**config.mk**
```make
export PLATFORM = sky130hd
export DESIGN_NAME = hsv_threshold_row_gap_fill_flat
export DESIGN_NICKNAME = d
export VERILOG_FILES = /design/src/hw/rtl/hsvt_pkg.sv /design/src/hw/rtl/hsvt_intf.sv /design/src/hw/rtl/hsvt_cfg_regs.sv /design/src/hw/rtl/hsvt_front.sv /design/src/hw/rtl/hsvt_queue.sv /design/src/hw/rtl/hsvt_back.sv /design/src/hw/rtl/hsv_threshold_row_gap_fill.sv /design/src/flat_wrapper.sv
export SDC_FILE = /design/constraint.sdc
export NUM_CORES = 1
export LEC_CHECK = 0
export BUFFER_PORTS_ARGS = -buffer_cell sky130_fd_sc_hd__buf_2
export CORE_UTILIZATION = 63
export CTS_CLUSTER_SIZE = 40
export DETAILED_ROUTE_END_ITERATION = 10
export GPL_ROUTABILITY_DRIVEN = 1
export GPL_TIMING_DRIVEN = 0
export PLACE_DENSITY_LB_ADDON = 0.2
export SYNTH_ARGS = -nofsm -noshare
export SYNTH_HDL_FRONTEND = slang
export SYNTH_HIERARCHICAL = 1
export SYNTH_SLANG_ARGS = --single-unit
```
**constraint.sdc**
```tcl
create_clock -name clk_i -period 5.5 [get_ports clk_i]
set_input_delay 1.1 -clock clk_i [delete_from_list [all_inputs] [get_ports clk_i]]
set_output_delay 1.1 -clock clk_i [all_outputs]
set_load 0.05 [all_outputs]
```
**src/hw/rtl/hsvt_pkg.sv**
```systemverilog
// Shared constants and types for the HSV threshold and row gap fill block.
package hsvt_pkg;

  localparam int WINDOW_DEF = 32;
  localparam int COMP_W     = 8;
  localparam int GAP_W      = 6;
  localparam int CFG_IDX_W  = 4;
  localparam int CFG_DATA_W = 8;
  localparam int QDEPTH     = 2;

  localparam logic [CFG_IDX_W-1:0] REG_HUE_LOW  = 4'd0;
  localparam logic [CFG_IDX_W-1:0] REG_HUE_HIGH = 4'd1;
  localparam logic [CFG_IDX_W-1:0] REG_SAT_LOW  = 4'd2;
  localparam logic [CFG_IDX_W-1:0] REG_SAT_HIGH = 4'd3;
  localparam logic [CFG_IDX_W-1:0] REG_VAL_LOW  = 4'd4;
  localparam logic [CFG_IDX_W-1:0] REG_VAL_HIGH = 4'd5;
  localparam logic [CFG_IDX_W-1:0] REG_GAP_MIN  = 4'd6;
  localparam logic [CFG_IDX_W-1:0] REG_GAP_MAX  = 4'd7;

  localparam logic [COMP_W-1:0] HUE_LOW_RST  = 8'd0;
  localparam logic [COMP_W-1:0] HUE_HIGH_RST = 8'd179;
  localparam logic [COMP_W-1:0] SAT_LOW_RST  = 8'd0;
  localparam logic [COMP_W-1:0] SAT_HIGH_RST = 8'd255;
  localparam logic [COMP_W-1:0] VAL_LOW_RST  = 8'd0;
  localparam logic [COMP_W-1:0] VAL_HIGH_RST = 8'd255;
  localparam logic [GAP_W-1:0]  GAP_MIN_RST  = 6'd10;
  localparam logic [GAP_W-1:0]  GAP_MAX_RST  = 6'd20;

  typedef struct packed {
    logic [COMP_W-1:0] hue_low;
    logic [COMP_W-1:0] hue_high;
    logic [COMP_W-1:0] sat_low;
    logic [COMP_W-1:0] sat_high;
    logic [COMP_W-1:0] val_low;
    logic [COMP_W-1:0] val_high;
    logic [GAP_W-1:0]  gap_min;
    logic [GAP_W-1:0]  gap_max;
  } cfg_t;

endpackage

```
**src/hw/rtl/hsvt_intf.sv**
```systemverilog
// Handshake interfaces for the pixel, mask and configuration channels.
interface hsvt_pix_if;
  logic                        valid;
  logic                        ready;
  logic [hsvt_pkg::COMP_W-1:0] hue;
  logic [hsvt_pkg::COMP_W-1:0] sat;
  logic [hsvt_pkg::COMP_W-1:0] val;
  logic                        row_end;

  modport source (output valid, hue, sat, val, row_end, input ready);
  modport sink   (input valid, hue, sat, val, row_end, output ready);
endinterface

interface hsvt_mask_if;
  logic valid;
  logic ready;
  logic mask_bit;
  logic row_last;

  modport source (output valid, mask_bit, row_last, input ready);
  modport sink   (input valid, mask_bit, row_last, output ready);
endinterface

interface hsvt_cfg_if;
  logic                            valid;
  logic                            ready;
  logic [hsvt_pkg::CFG_IDX_W-1:0]  index;
  logic [hsvt_pkg::CFG_DATA_W-1:0] data;

  modport source (output valid, index, data, input ready);
  modport sink   (input valid, index, data, output ready);
endinterface

```
**src/hw/rtl/hsvt_cfg_regs.sv**
```systemverilog
// Configuration register file for the threshold bounds and gap limits.
module hsvt_cfg_regs (
  input  logic             clk_i,
  input  logic             rst_ni,
  hsvt_cfg_if.sink         cfg,
  output hsvt_pkg::cfg_t   cfg_o
);

  hsvt_pkg::cfg_t cfg_q, cfg_d;

  assign cfg.ready = 1'b1;
  assign cfg_o     = cfg_q;

  always_comb begin
    cfg_d = cfg_q;
    if (cfg.valid) begin
      unique case (cfg.index)
        hsvt_pkg::REG_HUE_LOW:  cfg_d.hue_low  = cfg.data[hsvt_pkg::COMP_W-1:0];
        hsvt_pkg::REG_HUE_HIGH: cfg_d.hue_high = cfg.data[hsvt_pkg::COMP_W-1:0];
        hsvt_pkg::REG_SAT_LOW:  cfg_d.sat_low  = cfg.data[hsvt_pkg::COMP_W-1:0];
        hsvt_pkg::REG_SAT_HIGH: cfg_d.sat_high = cfg.data[hsvt_pkg::COMP_W-1:0];
        hsvt_pkg::REG_VAL_LOW:  cfg_d.val_low  = cfg.data[hsvt_pkg::COMP_W-1:0];
        hsvt_pkg::REG_VAL_HIGH: cfg_d.val_high = cfg.data[hsvt_pkg::COMP_W-1:0];
        hsvt_pkg::REG_GAP_MIN:  cfg_d.gap_min  = cfg.data[hsvt_pkg::GAP_W-1:0];
        hsvt_pkg::REG_GAP_MAX:  cfg_d.gap_max  = cfg.data[hsvt_pkg::GAP_W-1:0];
        default: ;
      endcase
    end
  end

  always_ff @(posedge clk_i or negedge rst_ni) begin
    if (!rst_ni) begin
      cfg_q.hue_low  <= hsvt_pkg::HUE_LOW_RST;
      cfg_q.hue_high <= hsvt_pkg::HUE_HIGH_RST;
      cfg_q.sat_low  <= hsvt_pkg::SAT_LOW_RST;
      cfg_q.sat_high <= hsvt_pkg::SAT_HIGH_RST;
      cfg_q.val_low  <= hsvt_pkg::VAL_LOW_RST;
      cfg_q.val_high <= hsvt_pkg::VAL_HIGH_RST;
      cfg_q.gap_min  <= hsvt_pkg::GAP_MIN_RST;
      cfg_q.gap_max  <= hsvt_pkg::GAP_MAX_RST;
    end else begin
      cfg_q <= cfg_d;
    end
  end

endmodule

```
**src/hw/rtl/hsvt_front.sv**
```systemverilog
// Front end: thresholds each pixel, tracks the anchor, fills gaps in the delay line.
module hsvt_front #(
  parameter int WINDOW = hsvt_pkg::WINDOW_DEF,
  parameter int DW     = $clog2(WINDOW + 2),
  parameter int LW     = WINDOW + 1,
  parameter int JOB_W  = 1 + DW + LW
) (
  input  logic                 clk_i,
  input  logic                 rst_ni,
  hsvt_pix_if.sink             pix,
  input  hsvt_pkg::cfg_t       cfg_i,
  output logic                 push_o,
  output logic [JOB_W-1:0]     push_data_o,
  input  logic                 push_ready_i
);

  localparam int HW   = $clog2(WINDOW + 1);
  localparam int CMPW = (DW > hsvt_pkg::GAP_W) ? DW : hsvt_pkg::GAP_W;

  // A job is either one aged-out bit or a whole row flush, oldest bit at index 0.
  typedef struct packed {
    logic          row;
    logic [DW-1:0] cnt;
    logic [LW-1:0] bits;
  } job_t;

  logic [LW-1:0] line_q, line_d;
  logic [HW-1:0] held_q, held_d;
  logic          anchor_q, anchor_d;
  logic [DW-1:0] dist_q, dist_d;

  logic          accept, marked, fill, emit;
  logic [DW-1:0] held_ext, held_inc, dist_inc, fill_start;
  logic [LW-1:0] below_held, below_start, append_bit, line_new;
  job_t          job;

  assign accept   = pix.valid && pix.ready;
  assign pix.ready = push_ready_i;

  assign marked = (pix.hue >= cfg_i.hue_low) && (pix.hue <= cfg_i.hue_high) &&
                  (pix.sat >= cfg_i.sat_low) && (pix.sat <= cfg_i.sat_high) &&
                  (pix.val >= cfg_i.val_low) && (pix.val <= cfg_i.val_high);

  assign held_ext = DW'(held_q);
  assign held_inc = held_ext + DW'(1);
  assign dist_inc = (anchor_q && (dist_q != DW'(WINDOW + 1))) ? dist_q + DW'(1) : dist_q;

  assign fill = marked && anchor_q &&
                (CMPW'(dist_inc) > CMPW'(cfg_i.gap_min)) &&
                (CMPW'(dist_inc) < CMPW'(cfg_i.gap_max)) &&
                (dist_inc <= DW'(WINDOW));

  // The fill covers the dist_inc bits just below the newest slot, clipped at the oldest.
  assign fill_start = (dist_inc >= held_ext) ? '0 : held_ext - dist_inc;

  always_comb begin
    for (int i = 0; i < LW; i++) begin
      below_held[i]  = (DW'(i) < held_ext);
      below_start[i] = (DW'(i) < fill_start);
      append_bit[i]  = (DW'(i) == held_ext) && marked;
    end
  end

  assign line_new = line_q | append_bit | (fill ? (below_held & ~below_start) : '0);
  assign emit     = pix.row_end || (held_inc == DW'(WINDOW + 1));

  always_comb begin
    job.row  = pix.row_end;
    job.cnt  = pix.row_end ? held_inc : DW'(1);
    job.bits = pix.row_end ? line_new : LW'(line_new[0]);
  end

  assign push_o      = accept && emit;
  assign push_data_o = job;

  always_comb begin
    line_d   = line_q;
    held_d   = held_q;
    anchor_d = anchor_q;
    dist_d   = dist_q;
    if (accept) begin
      if (marked && !anchor_q) begin
        anchor_d = 1'b1;
        dist_d   = '0;
      end else if (marked && !fill) begin
        dist_d = '0;
      end else begin
        dist_d = dist_inc;
      end
      if (pix.row_end) begin
        line_d   = '0;
        held_d   = '0;
        anchor_d = 1'b0;
        dist_d   = '0;
      end else if (emit) begin
        line_d = line_new >> 1;
        held_d = HW'(WINDOW);
      end else begin
        line_d = line_new;
        held_d = held_inc[HW-1:0];
      end
    end
  end

  always_ff @(posedge clk_i or negedge rst_ni) begin
    if (!rst_ni) begin
      line_q   <= '0;
      held_q   <= '0;
      anchor_q <= 1'b0;
      dist_q   <= '0;
    end else begin
      line_q   <= line_d;
      held_q   <= held_d;
      anchor_q <= anchor_d;
      dist_q   <= dist_d;
    end
  end

  a_held_bound: assert property (@(posedge clk_i) disable iff (!rst_ni)
    DW'(held_q) <= DW'(WINDOW))
    else $error("delay line holds more bits than the window");

  a_row_clear: assert property (@(posedge clk_i) disable iff (!rst_ni)
    accept && pix.row_end |=> held_q == '0 && !anchor_q && dist_q == '0)
    else $error("row state not cleared after row end");

  a_slots_clear: assert property (@(posedge clk_i) disable iff (!rst_ni)
    (line_q & ~below_held) == '0)
    else $error("delay line has bits set beyond the held count");

endmodule

```
**src/hw/rtl/hsvt_queue.sv**
```systemverilog
// Short job queue between the front and back ends.
module hsvt_queue #(
  parameter int DATA_W = 8,
  parameter int DEPTH  = hsvt_pkg::QDEPTH
) (
  input  logic              clk_i,
  input  logic              rst_ni,
  input  logic              push_i,
  input  logic [DATA_W-1:0] push_data_i,
  output logic              ready_o,
  input  logic              pop_i,
  output logic              nonempty_o,
  output logic [DATA_W-1:0] pop_data_o
);

  localparam int PW = (DEPTH > 1) ? $clog2(DEPTH) : 1;
  localparam int CW = $clog2(DEPTH + 1);

  logic [DATA_W-1:0] mem_q [DEPTH];
  logic [PW-1:0]     wr_q, wr_d, rd_q, rd_d;
  logic [CW-1:0]     cnt_q, cnt_d;

  assign ready_o    = (cnt_q != CW'(DEPTH));
  assign nonempty_o = (cnt_q != '0);
  assign pop_data_o = mem_q[rd_q];

  always_comb begin
    wr_d  = wr_q;
    rd_d  = rd_q;
    cnt_d = cnt_q;
    if (push_i) begin
      wr_d = (wr_q == PW'(DEPTH - 1)) ? '0 : wr_q + PW'(1);
    end
    if (pop_i) begin
      rd_d = (rd_q == PW'(DEPTH - 1)) ? '0 : rd_q + PW'(1);
    end
    if (push_i && !pop_i) begin
      cnt_d = cnt_q + CW'(1);
    end else if (pop_i && !push_i) begin
      cnt_d = cnt_q - CW'(1);
    end
  end

  always_ff @(posedge clk_i) begin
    if (push_i) begin
      mem_q[wr_q] <= push_data_i;
    end
  end

  always_ff @(posedge clk_i or negedge rst_ni) begin
    if (!rst_ni) begin
      wr_q  <= '0;
      rd_q  <= '0;
      cnt_q <= '0;
    end else begin
      wr_q  <= wr_d;
      rd_q  <= rd_d;
      cnt_q <= cnt_d;
    end
  end

  a_no_overflow: assert property (@(posedge clk_i) disable iff (!rst_ni)
    push_i |-> ready_o)
    else $error("push into a full job queue");

  a_no_underflow: assert property (@(posedge clk_i) disable iff (!rst_ni)
    pop_i |-> nonempty_o)
    else $error("pop from an empty job queue");

endmodule

```
**src/hw/rtl/hsvt_back.sv**
```systemverilog
// Back end: serializes queued jobs into mask bits, oldest first.
module hsvt_back #(
  parameter int WINDOW = hsvt_pkg::WINDOW_DEF,
  parameter int DW     = $clog2(WINDOW + 2),
  parameter int LW     = WINDOW + 1,
  parameter int JOB_W  = 1 + DW + LW
) (
  input  logic             clk_i,
  input  logic             rst_ni,
  input  logic             nonempty_i,
  input  logic [JOB_W-1:0] job_i,
  output logic             pop_o,
  hsvt_mask_if.source      mask
);

  typedef struct packed {
    logic          row;
    logic [DW-1:0] cnt;
    logic [LW-1:0] bits;
  } job_t;

  job_t          job;
  logic [LW-1:0] bits_q, bits_d;
  logic [DW-1:0] rem_q, rem_d;
  logic          row_q, row_d;
  logic          fire;

  assign job  = job_i;
  assign fire = mask.valid && mask.ready;

  assign mask.valid    = (rem_q != '0);
  assign mask.mask_bit = bits_q[0];
  assign mask.row_last = row_q && (rem_q == DW'(1));

  // The next job loads as the last bit of the current one leaves.
  assign pop_o = nonempty_i && ((rem_q == '0) || (fire && (rem_q == DW'(1))));

  always_comb begin
    bits_d = bits_q;
    rem_d  = rem_q;
    row_d  = row_q;
    if (pop_o) begin
      bits_d = job.bits;
      rem_d  = job.cnt;
      row_d  = job.row;
    end else if (fire) begin
      bits_d = bits_q >> 1;
      rem_d  = rem_q - DW'(1);
    end
  end

  always_ff @(posedge clk_i) begin
    bits_q <= bits_d;
  end

  always_ff @(posedge clk_i or negedge rst_ni) begin
    if (!rst_ni) begin
      rem_q <= '0;
      row_q <= 1'b0;
    end else begin
      rem_q <= rem_d;
      row_q <= row_d;
    end
  end

  a_single_job: assert property (@(posedge clk_i) disable iff (!rst_ni)
    !row_q |-> rem_q <= DW'(1))
    else $error("aged-out job carries more than one bit");

  a_rem_bound: assert property (@(posedge clk_i) disable iff (!rst_ni)
    rem_q <= DW'(WINDOW + 1))
    else $error("job longer than the delay line");

endmodule

```
**src/hw/rtl/hsv_threshold_row_gap_fill.sv**
```systemverilog
// HSV in-range threshold with per-row gap fill, top level.
//
// Pixels enter on pix_i in raster order, one transaction per pixel, with
// row_end set on the last pixel of each row. Mask bits leave on mask_o, one
// transaction per bit, with row_last set on the final bit of a row. Bounds
// and gap limits are to be written on cfg_i only while the block is idle,
// which the block itself does not enforce; cfg_i.ready is always high.
// A pixel's bit is held in a WINDOW-deep delay line so that a later in-range
// pixel can fill the gap behind it. Once the line is full, every pixel pushes
// out the oldest bit; a row end pushes out the whole line at once.
// Throughput is one pixel per cycle while pix_i.ready is high. A bit that a
// transaction releases is written into the job queue and then loaded into
// the output register before it appears on mask_o.
// A row flush of n bits occupies the output until all n bits have left; the
// two-entry job queue lets the next row's pixels enter meanwhile, and
// pix_i.ready drops only when both queue entries are taken.
// When mask_o is stalled the output bit and row_last hold; the queue fills and
// then pix_i.ready goes low. Reset empties the delay line, the queue and the
// output, and loads the default bounds.
module hsv_threshold_row_gap_fill #(
  parameter int WINDOW = hsvt_pkg::WINDOW_DEF
) (
  input  logic        clk_i,
  input  logic        rst_ni,
  hsvt_pix_if.sink    pix_i,
  hsvt_mask_if.source mask_o,
  hsvt_cfg_if.sink    cfg_i
);

  localparam int DW    = $clog2(WINDOW + 2);
  localparam int LW    = WINDOW + 1;
  localparam int JOB_W = 1 + DW + LW;

  hsvt_pkg::cfg_t   cfg;
  logic             push, push_ready, pop, nonempty;
  logic [JOB_W-1:0] push_data, pop_data;

  hsvt_cfg_regs u_cfg (
    .clk_i  (clk_i),
    .rst_ni (rst_ni),
    .cfg    (cfg_i),
    .cfg_o  (cfg)
  );

  hsvt_front #(
    .WINDOW (WINDOW),
    .DW     (DW),
    .LW     (LW),
    .JOB_W  (JOB_W)
  ) u_front (
    .clk_i        (clk_i),
    .rst_ni       (rst_ni),
    .pix          (pix_i),
    .cfg_i        (cfg),
    .push_o       (push),
    .push_data_o  (push_data),
    .push_ready_i (push_ready)
  );

  hsvt_queue #(
    .DATA_W (JOB_W),
    .DEPTH  (hsvt_pkg::QDEPTH)
  ) u_queue (
    .clk_i       (clk_i),
    .rst_ni      (rst_ni),
    .push_i      (push),
    .push_data_i (push_data),
    .ready_o     (push_ready),
    .pop_i       (pop),
    .nonempty_o  (nonempty),
    .pop_data_o  (pop_data)
  );

  hsvt_back #(
    .WINDOW (WINDOW),
    .DW     (DW),
    .LW     (LW),
    .JOB_W  (JOB_W)
  ) u_back (
    .clk_i      (clk_i),
    .rst_ni     (rst_ni),
    .nonempty_i (nonempty),
    .job_i      (pop_data),
    .pop_o      (pop),
    .mask       (mask_o)
  );

endmodule
```
**src/flat_wrapper.sv**
```systemverilog
// flat-port wrapper written by rule: the top's interface ports become plain ports
module hsv_threshold_row_gap_fill_flat 
#(
  parameter int WINDOW = hsvt_pkg::WINDOW_DEF
)
  (clk_i, rst_ni, pix_i_valid, pix_i_hue, pix_i_sat, pix_i_val, pix_i_row_end, pix_i_ready, mask_o_valid, mask_o_mask_bit, mask_o_row_last, mask_o_ready, cfg_i_valid, cfg_i_index, cfg_i_data, cfg_i_ready);
  hsvt_pix_if pix_i_i ();
  hsvt_mask_if mask_o_i ();
  hsvt_cfg_if cfg_i_i ();
  input  logic clk_i;
  input  logic rst_ni;
  input wire logic [$bits(pix_i_i.valid)-1:0] pix_i_valid;
  input wire logic [$bits(pix_i_i.hue)-1:0] pix_i_hue;
  input wire logic [$bits(pix_i_i.sat)-1:0] pix_i_sat;
  input wire logic [$bits(pix_i_i.val)-1:0] pix_i_val;
  input wire logic [$bits(pix_i_i.row_end)-1:0] pix_i_row_end;
  output wire logic [$bits(pix_i_i.ready)-1:0] pix_i_ready;
  output wire logic [$bits(mask_o_i.valid)-1:0] mask_o_valid;
  output wire logic [$bits(mask_o_i.mask_bit)-1:0] mask_o_mask_bit;
  output wire logic [$bits(mask_o_i.row_last)-1:0] mask_o_row_last;
  input wire logic [$bits(mask_o_i.ready)-1:0] mask_o_ready;
  input wire logic [$bits(cfg_i_i.valid)-1:0] cfg_i_valid;
  input wire logic [$bits(cfg_i_i.index)-1:0] cfg_i_index;
  input wire logic [$bits(cfg_i_i.data)-1:0] cfg_i_data;
  output wire logic [$bits(cfg_i_i.ready)-1:0] cfg_i_ready;
  assign pix_i_i.valid = pix_i_valid;
  assign pix_i_i.hue = pix_i_hue;
  assign pix_i_i.sat = pix_i_sat;
  assign pix_i_i.val = pix_i_val;
  assign pix_i_i.row_end = pix_i_row_end;
  assign pix_i_ready = pix_i_i.ready;
  assign mask_o_valid = mask_o_i.valid;
  assign mask_o_mask_bit = mask_o_i.mask_bit;
  assign mask_o_row_last = mask_o_i.row_last;
  assign mask_o_i.ready = mask_o_ready;
  assign cfg_i_i.valid = cfg_i_valid;
  assign cfg_i_i.index = cfg_i_index;
  assign cfg_i_i.data = cfg_i_data;
  assign cfg_i_ready = cfg_i_i.ready;
  hsv_threshold_row_gap_fill #(.WINDOW(WINDOW)) u_core (.clk_i(clk_i), .rst_ni(rst_ni), .pix_i(pix_i_i), .mask_o(mask_o_i), .cfg_i(cfg_i_i));
endmodule
```
==> results of run 1 <==
==> state kept, by name, indices dropped and copies added, names as in the netlist <==
register and flops:
u_core/u_front/line_q 33, u_core/u_queue/wr_q 1, u_core/u_front/dist_q 6, u_core/u_cfg/cfg_o 60, u_core/u_queue/rd_q 1, u_core/u_queue/mem_q 80
u_core/u_back/bits_q 33, u_core/u_back/rem_q 6, u_core/u_front/anchor_q 1, u_core/u_front/held_ext 6, u_core/u_back/row_q 1, u_core/u_queue/cnt_q 2
==> repair_timing <==
item                                    4_1_cts  5_1_grt
endpoints found under the hold margin         0        0
resized for setup                             0        2
endpoints found under the setup margin        0        6
hold buffers                                  0        0
==> stage by stage <==
stage	instances	setup TNS (ns)
floorplan	1219	0
global placement	1532	-47.28
detailed placement	1535	0
CTS	1581	0
global route	1581	0
finish	1581	0
==> logic make-up after synthesis <==
kind of cell,synth area share
AOI/OAI and AO/OA,0.130
xor gates and xnor gates,0.0169
adders and majority gates,0.0656
buffers and inverters,0.0494
DFF,0.481
muxes,0.102
other,0.000284
and+or+nand+nor,0.155
==> routing by layer <==
layer,part of all wire,vias to the layer above,track usage
met2,0.47,521,0.560
met5,0,-,0
met1,0.41,4918,0.448
met4,0.041,0,0.124
met3,0.084,121,0.0503
li1,-,4601,-
==> cell usage after synthesis, types with 25 or more instances <==
cell,number
mux2_4,39
mux2_2,62
dfstp_2,25
nor2_1,66
dfrtp_1,92
nor3_1,36
inv_1,77
o21ai_0,42
edfxtp_1,113
a21oi_1,33
clkbuf_1,31
nand2_1,169
ha_1,66
==> worst min-delay path by stage <==
stage | startpoint | to | slack, ns
finish | u_core/u_back/row_q | u_core/u_back/row_q | 0.48
global route | u_core/u_back/row_q | u_core/u_back/row_q | 0.49
CTS | u_core/u_back/row_q | u_core/u_back/row_q | 0.49
detailed placement | u_core/u_back/row_q | u_core/u_back/row_q | 0.47
global placement | u_core/u_back/row_q | u_core/u_back/row_q | 0.46
floorplan | u_core/u_back/row_q | u_core/u_back/row_q | 0.44
==> final cells by class <==
| type | count | area, um2 |
|---|---|---|
| plain buffers | 62 | 353 |
| clock buffers | 37 | 744 |
| clock inverters | 9 | 95.1 |
| fillers | 1480 | 5740 |
| inverters | 80 | 300 |
| multi-input cells | 847 | 6220 |
| flip-flops and latches | 230 | 6350 |
| well taps | 270 | 338 |
| repair buffers | 46 | 279 |
==> power breakdown <==
| part | switching [uW] | total [uW] | leakage, uW | internal, uW |
|---|---|---|---|---|
| sequential | 181 | 2410 | 0.00254 | 2230 |
| clock | 704 | 1700 | 0.000418 | 992 |
| combinational | 1270 | 2070 | 0.00318 | 798 |
==> worst max-delay path: stages, from the launching register on <==
cell and delay (ns):
dfrtp_1 0.47, ha_1 0.22, nand4bb_1 0.20, o21ai_2 0.28
nand2_1 0.08, o21ai_1 0.31, inv_1 0.10, ha_1 0.31
nor2b_1 0.15, o21ai_0 0.26, a2111oi_0 0.19, or4_1 0.59
nand2_1 0.21, o21ai_1 0.11, a2111oi_0 1.26, nor4_1 0.09
nor4_1 0.29
==> results.txt, run 1 <==
pre-CTS setup slack - 0.341 ns
CTS Buf Count - 25
Crit. Startpoint - u_core/u_front/dist_q[0]
top-area cell type share of the netlist area - 0.257
clk_skew - 0.0107 ns
worst min path class - register to register
Site Rows - 52
CTS root buf - clkbuf_16
R2R cell count - 16
max_cap viols - 1
maximum root-to-sink buffer count - 3
# IOs - 47
minimum clock period - 5.22 ns
clk_lat worst skew - 0.53 ns
first-pass GRT wire length - 56100 um
Worst R2R Start - u_core/u_front/dist_q[0]
overall power - 6180 uW
via count of the routed design - 10200
share of layout cells above drive strength 1 - 0.207
Util after Layout - 0.719
Post-CTS Setup Inserts - 0
kind of start point of the critical path - register
Reg-to-Reg End - u_core/u_front/line_q[26]
initial antenna violation count - 0
Max-slew headroom - -0.00681
Mapped Nets - 1328
RSZ-0062 raised after global routing - false
leak pwr - 0.00614 uW
drt total wl - 36100 um
# setup viols final - 0
most used flip-flop cell after synthesis - edfxtp_1
most frequent cells in the layout - 169 x nand2_1, 113 x edfxtp_1, 92 x dfrtp_1
FF+latch count, synth - 230
hold depth - 2
Total GRT Usage - 0.336
Area Overhead vs Synth - 11.1%
DRT Pass-1 Iters - 6
async set-reset flop share out of synthesis - 0.509
Post-synth EDFFs - 113
CP Capture Type - register
power density cells - 420 nW/um2
critical path type - register to register
htree depth - 1
Synth cell types - 100
Die Wd - 147 um
post-route ant nets - 0
crit path capture - u_core/u_front/line_q[26]
clock sinks - 230
# port buffers - 43
CP arrival - 5.65 ns
Final nets - 1401
Worst-Margin Slew - 1.47 ns
peak supply drop - 0.252 mV
Synth area leaders - edfxtp_1 26%, dfrtp_1 17%, ha_1 6.2%
post-DP HPWL - 25400 um
Final Hold Vio Count - 0
Syn Area/Cell - 10.8 um2
DRC - 0
Setup WS post-layout - 0.277 ns
grt total ovfl - 0
commonest non-fill, non-tap cell in the layout - nand2_1
CP Max Fanout - 7
status - complete, but fails checks
violated checks - max-capacitance violations, max-slew violations
Min Hold Slack - 0.481 ns
pin count of the biggest net entering global routing - 63
number of global-route vias before repair - 10100
routed len/inst - 22.8 um
reg-to-reg slack, setup - 0.28 ns
Clk pin slew, worst setup/hold paths - 0.06 ns
Final Cycle Share - 0.950
global placer's final weighted congestion - 0.954
Initial Util - 0.647
Iter 0 DRT Violations - 943
Max Freq - 191 MHz
cell area after synthesis - 13200 um2
DIE HEIGHT - 147 um
ant diodes - 0
Synth warnings - 6
post-DR vias/cell - 6.43
Cells after Synth - 1219
Synth area leader - edfxtp_1
CTS tree - done
Req. time, crit path - 5.93 ns
max-slew violations - 1
placed instance area - 13800 um2
Core Box Area - 20400 um2
cell area after layout - 14700 um2
Seq/Total Area, Yosys - 0.481
DIE AREA - 21600 um2
Note: power is estimated with default switching activity, not from simulation.
==> run 2: changes to the inputs <==
- CORE_UTILIZATION: 63 -> 57
- clock period: 5.5 -> 4.3 ns (I/O delays scaled with it)
==> run 2 against run 1 <==
Net effect: the flow now finishes without violations; final cell count increased by 2.1%; final area increased by 4.6%; worst setup slack got worse by 0.18 ns.
==> results.txt, run 2 (synthesized netlist as in run 1, its figures left out) <==
clk_lat worst skew - 0.54 ns (about the same)
worst min path class - input port to async pin
first-pass GRT wire length - 55500 um (-1.0%)
max FFs per register - 80 (unchanged)
Max-slew headroom - 0.181 (+0.188)
most frequent cells in the layout - 167 x nand2_1, 113 x edfxtp_1, 91 x dfrtp_1
# port buffers - 43 (unchanged)
routed len/inst - 22.2 um (-2.7%)
CTS tree - done
DIE AREA - 23800 um2 (+10%)
peak supply drop - 0.374 mV (+48%)
post-DP HPWL - 25200 um (-0.70%)
Req. time, crit path - 4.68 ns (-1.25 ns)
Area Overhead vs Synth - 16.2%
dpl cells - 1550 (+0.98%)
pin count of the biggest net entering global routing - 74 (+17%)
net switching power - 2880 uW (+34%)
minimum clock period - 4.20 ns (-1.02 ns)
max-slew violations - 0 (-1)
status - finished clean
CTS Buf Count - 25 (unchanged)
Worst-Margin Slew - 1.22 ns (-0.254 ns)
Die Wd - 154 um (+5.1%)
Final Non-Filler Cells - 1614 (+2.1%)
CP Max Fanout - 4 (-3)
max_cap viols - 0 (-1)
Final Hold Vio Count - 0 (unchanged)
post-route ant nets - 0 (unchanged)
Metal-1 WL - 15000 um (+1.7%)
clock power share - 0.252 (-0.023)
cell area after layout - 15400 um2 (+4.6%)
post-DR vias/cell - 6.30 (-2.0%)
Combinational Power Share - 0.365 (+0.030)
via count of the routed design - 10200 (+0.0098%)
overall power - 8030 uW (+30%)
Setup WS post-layout - 0.0998 ns (-0.177 ns)
power density cells - 522 nW/um2 (+24%)
initial antenna violation count - 0 (unchanged)
Max Freq - 238 MHz (+24%)
Worst R2R Start - u_core/u_front/dist_q[1]
critical path type - register to register
DRC - 0 (unchanged)
htree depth - 1 (unchanged)
# IOs - 47 (unchanged)
Initial Util - 0.582 (-0.0650)
most flop-heavy register - u_core/u_queue/mem_q
Int Power - 5140 uW (+28%)
Final Cycle Share - 0.977 (+0.0272)
share of layout cells above drive strength 1 - 0.266 (+0.0581)
clk_skew - 0.0133 ns (+0.00254 ns)
commonest non-fill, non-tap cell in the layout - nand2_1
metal3 WL - 2690 um (-11%)
clock sinks - 230 (unchanged)
Iter 0 DRT Violations - 1052 (+12%)
kind of start point of the critical path - register
Min Hold Slack - 0.251 ns (-0.230 ns)
DRT Pass-1 Iters - 6 (unchanged)
Crit. Startpoint - u_core/u_front/dist_q[1]
maximum root-to-sink buffer count - 3 (unchanged)
Final nets - 1420 (+1.4%)
CTS root buf - clkbuf_16
drt total wl - 35900 um (-0.72%)
CP Capture Type - register
leak pwr - 0.00634 uW (+3.3%)
pre-CTS setup slack - -0.916 ns (-1.26 ns)
# setup viols final - 0 (unchanged)
cts hold-fix bufs - 0 (unchanged)
Site Rows - 55 (+5.8%)
global placer's final weighted congestion - 1.00 (+5.3%)
CP arrival - 4.58 ns (-1.07 ns)
Clk pin slew, worst setup/hold paths - 0.06 ns (about the same)
max layer used - met4
Total GRT Usage - 0.301 (-0.0353)
share of power burned in registers - 0.382 (-0.008)
grt total ovfl - 0 (unchanged)
DIE HEIGHT - 154 um (+5.1%)
met2 wire len - 17100 um (+1.3%)
number of global-route vias before repair - 9896 (-1.6%)
placed instance area - 13900 um2 (+0.25%)
Sw Share - 0.359 (+0.00997)
ant diodes - 0 (unchanged)
Core Box Area - 22700 um2 (+11%)
==> run 2: cell count changes in the layout (fill, tap and decap cells not counted), sizes merged <==
cell and change:
clkbuf -8, clkdlybuf4s18 -1, clkinv +8, inv -1, buf +20
==> run 2: per-stage QoR <==
step	utilization	setup TNS (ns)
6_report	0.677	0
5_1_grt	0.677	-0.268
4_1_cts	0.655	0
3_5_place_dp	0.611	-61.59
3_3_place_gp	0.607	-146.46
2_1_floorplan	-	0
==> run 2: path summary, 6_finish.rpt <==
path	cells past startpoint	to	slack [ns]
max reg2reg	17	u_core/u_queue/mem_q[0][29]	0.1
min in group clk_i	2	u_core/u_back/row_q	0.47
min	1	u_core/u_cfg/cfg_o[24]	0.25
min reg2reg	2	u_core/u_back/row_q	0.47
max	17	u_core/u_queue/mem_q[0][29]	0.1
max in group asynchronous	2	u_core/u_cfg/cfg_o[32]	3.29
==> run 2: area by class of cell <==
type                            count  area, um2
Timing Repair Buffer               67        458
Inverter                           80        300
Tap cell                          285        357
Multi-Input combinational cell    847       6770
Clock inverter                     16        120
Clock buffer                       29        641
Sequential cell                   230       6350
Buffer                             60        365
Fill cell                        1745       7340
==> run 2: what timing repair did <==
action                                  CTS  global route
pin swaps                                 4            20
gates cloned                              0             1
setup buffers                             4            16
endpoints found under the setup margin  167           165
gates resized for setup                  46            71
==> run 2: layer usage <==
metal / vias to the layer above / track usage
met3: 96 / 0.0502
met1: 4957 / 0.409
met5: - / 0
met4: 0 / 0.0990
li1: 4641 / -
met2: 468 / 0.494
==> run 2: worst max-delay path, stage by stage, from the launching register on <==
cell	delay [ns]
dfrtp_1	0.41
inv_1	0.12
ha_4	0.16
nand4bb_4	0.13
o21ai_4	0.19
buf_4	0.14
xnor2_1	0.17
ha_2	0.29
nor2b_4	0.07
nor3_4	0.29
a2111oi_4	0.10
or4_4	0.53
a211oi_4	0.39
buf_6	0.17
nor2_2	0.07
a2111oi_4	0.50
nor3_2	0.12
nor2b_1	0.16
==> run 2: power by group through the flow <==
| stage | combinational [uW] | sequential, uW | clock, uW |
|---|---|---|---|
| 2_1_floorplan | 1850 | 3050 | 0 |
| 3_3_place_gp | 2500 | 3090 | 0 |
| 3_5_place_dp | 2560 | 3110 | 0 |
| 4_1_cts | 2660 | 3070 | 2060 |
| 5_1_grt | 3160 | 3110 | 2130 |
| 6_report | 2930 | 3070 | 2030 |
==> run 3: changes to the inputs <==
- ABC_AREA: not set -> 1
- SETUP_SLACK_MARGIN: not set -> 0.4
==> run 3 against run 2 <==
Net effect: largest cell class is now flip-flops and latches; synthesized area grew 4.3%; first-iteration DRC count shrank 3.7%; synthesized cell count grew 34%; power grew 4.1%; sequential cell count is the same; register-to-register slack gained 0.36 ns; sequential share of layout area is essentially flat.
==> results.txt, run 3 <==
status - finished clean
max FFs per register - 80 (unchanged)
Clk pin slew, worst setup/hold paths - 0.06 ns (about the same)
maximum root-to-sink buffer count - 3 (unchanged)
number of global-route vias before repair - 10900 (+9.9%)
CP peak stage delay - 0.73 ns (+0.20 ns)
CTS Buf Count - 25 (unchanged)
Area Overhead vs Synth - 11.5%
power density cells - 543 nW/um2 (+4.0%)
Worst-Margin Slew - 0.944 ns (-0.274 ns)
Mapped Nets - 1742 (+31%)
Die Wd - 158 um (+2.1%)
Final Cycle Share - 0.893 (-0.0835)
drt total wl - 35800 um (-0.20%)
initial antenna violation count - 0 (unchanged)
CP Capture Type - register
# setup viols final - 0 (unchanged)
Commonest cells post-synth - 564 x nand2_1, 198 x inv_1, 113 x edfxtp_1, 100 x nor2_1, 97 x nand3_1
pin count of the biggest net entering global routing - 69 (-6.8%)
DIE HEIGHT - 158 um (+2.1%)
Synth cell types - 52 (-48%)
Syn Area/Cell - 8.45 um2 (-22%)
DRC - 0 (unchanged)
Initial Util - 0.584 (+0.00189)
clk_skew - 0.0146 ns (+0.00129 ns)
Cells after Synth - 1633 (+34%)
via count of the routed design - 11400 (+12%)
global placer's final weighted congestion - 0.986 (-1.9%)
htree depth - 1 (unchanged)
cell area after synthesis - 13800 um2 (+4.3%)
top-area cell type share of the netlist area - 0.246 (-0.0106)
dpl cells - 1993 (+29%)
# IOs - 47 (unchanged)
Total GRT Usage - 0.297 (-0.00385)
minimum clock period - 3.84 ns (-0.359 ns)
commonest non-fill, non-tap cell in the layout - nand2_1
CTS root buf - clkbuf_16
Synth area leaders - edfxtp_1 25%, dfrtp_1 17%, nand2_1 15%
Top cell by count, worst path - nand2_1
post-route ant nets - 0 (unchanged)
Max Freq - 260 MHz (+9.3%)
most used flip-flop cell after synthesis - edfxtp_1
most frequent cell after synthesis - nand2_1
Max-slew headroom - 0.368 (+0.187)
Req. time, crit path - 4.76 ns (+0.08 ns)
Final Non-Filler Cells - 2040 (+26%)
Post-synth EDFFs - 113 (unchanged)
worst min path class - input port to async pin
grt total ovfl - 0 (unchanged)
Iter 0 DRT Violations - 1013 (-3.7%)
async set-reset flop share out of synthesis - 0.509 (unchanged)
ant diodes - 0 (unchanged)
DRT Pass-1 Iters - 6 (unchanged)
leak pwr - 0.00737 uW (+16%)
critical-path cell list - ha_1, clkbuf_1, nand2_1, nand2_1, o21ai_0, nand4_1, nor2_1, nor2_1, clkbuf_1, nand2_1, o21ai_0
clk_lat worst skew - 0.54 ns (about the same)
most flop-heavy register - u_core/u_queue/mem_q
CTS tree - done
area of the multi-input gates - 6340 um2 (-6.3%)
Site Rows - 56 (+1.8%)
first-pass GRT wire length - 56500 um (+1.7%)
share of layout cells above drive strength 1 - 0.152 (-0.114)
DIE AREA - 24800 um2 (+4.3%)
Synth area leader - edfxtp_1
routed len/inst - 17.5 um (-21%)
overall power - 8350 uW (+4.1%)
final-layout fill cell count - 1990 (+14%)
Core Box Area - 23600 um2 (+4.0%)
post-DP HPWL - 26100 um (+3.3%)
CP arrival - 4.30 ns (-0.28 ns)
CP Max Fanout - 10 (+6)
critical path type - register to register
Post-CTS Setup Inserts - 0 (-4)
peak supply drop - 0.354 mV (-5.4%)
Synth warnings - 6 (unchanged)
flip-flop and latch area - 6350 um2 (about the same)
max_cap viols - 0 (unchanged)
most frequent cells in the layout - 564 x nand2_1, 197 x inv_1, 113 x edfxtp_1
clock sinks - 230 (unchanged)
slowest CP cell - nor2_1
Seq/Total Area, Yosys - 0.461 (-0.0199)
max-slew violations - 0 (unchanged)
FF+latch count, synth - 230 (unchanged)
post-DR vias/cell - 5.59 (-11%)
Final nets - 1811 (+28%)
# port buffers - 39 (-9.3%)
kind of start point of the critical path - register
Final Hold Vio Count - 0 (unchanged)
RSZ-0062 raised after global routing - false
## run 3: cell count changes in the layout (fill, tap and decap cells not counted), sizes merged, moves of 16 or more
cell     before  now
nor2         68  117
inv          81  210
nand2       170  583
nand4         9   44
a2111oi      16    0
buf          96   73
a21oi        35   62
nor4         18    1
mux2        101   40
and2         20    3
o21bai        0   23
nor2b        16    0
nor3         36    4
nand3        20  112
## run 3: worst paths after layout
check / startpoint / endpoint / slack, ns / cells past startpoint
max reg2reg: u_core/u_front/held_ext[1] / u_core/u_front/held_ext[1] / 0.46 / 11
min in group clk_i: u_core/u_cfg/cfg_o[45] / u_core/u_cfg/cfg_o[45] / 0.46 / 2
max: u_core/u_front/held_ext[1] / u_core/u_front/held_ext[1] / 0.46 / 11
min reg2reg: u_core/u_cfg/cfg_o[45] / u_core/u_cfg/cfg_o[45] / 0.46 / 2
max in group asynchronous: rst_ni / u_core/u_cfg/cfg_o[33] / 3.22 / 2
min: rst_ni / u_core/u_queue/cnt_q[1] / 0.32 / 1
## run 3: cell families (layout without fill, tap and decap cells)
logic type                 count (synthesis)  count (layout)  share of synthesized area
and+or+nand+nor                          869             869                      0.278
buffers and inverters                    261             349                     0.0809
DFF                                      230             230                      0.461
AOI/OAI and AO/OA                        157             157                     0.0702
adders and majority gates                 67              67                     0.0613
muxes                                     40              40                     0.0433
xor gates and xnor gates                   8               8                    0.00508
other                                      1               1                   0.000272
## run 3: cell type report
class                           count  share of cell area
Multi-Input combinational cell   1142               0.412
Tap cell                          319              0.0260
Clock inverter                     14              0.0141
Timing Repair Buffer               42              0.0180
Sequential cell                   230               0.413
Inverter                          210              0.0514
Clock buffer                       32              0.0437
Buffer                             51              0.0214
## run 3: what timing repair did
item,CTS,global route
hold buffers,0,0
setup endpoints to repair,16,75
cloned,0,0
gates resized for setup,1,7
## run 3: metrics by stage
step	util	cell area [um2]	hold WS [ns]	setup slack [ns]	TNS [ns]
6_report	0.651	15400	0.325	0.459	0
5_1_grt	0.651	15400	0.371	0.420	0
4_1_cts	0.649	15300	0.339	0.525	0
3_5_place_dp	0.612	14400	0.453	0.243	0
3_3_place_gp	0.609	14400	0.451	-0.372	-14.70
2_1_floorplan	-	13800	0.442	1.04	0
## run 3: where the power goes
group	leakage (uW)	internal (uW)	switching, uW
combinational	0.00438	1060	1820
clock	0.000439	1420	901
sequential	0.00255	2920	227
total	0.00737	5400	2950
## run 3: metal layers
layer / up-vias / share of wire / GRT usage
met1: 5390 / 0.43 / 0.398
li1: 5460 / - / -
met5: - / 0 / 0
met2: 443 / 0.46 / 0.485
met3: 107 / 0.076 / 0.0427
met4: 0 / 0.043 / 0.120
## run 3: critical path: cells and delay by family (launching register included)
family	cells	cell delay, ns
and+or+nand+nor	6	1.51
adders and majority gates	1	0.24
DFF	1	0.53
AOI/OAI and AO/OA	2	0.34
buffers and inverters	2	1.13
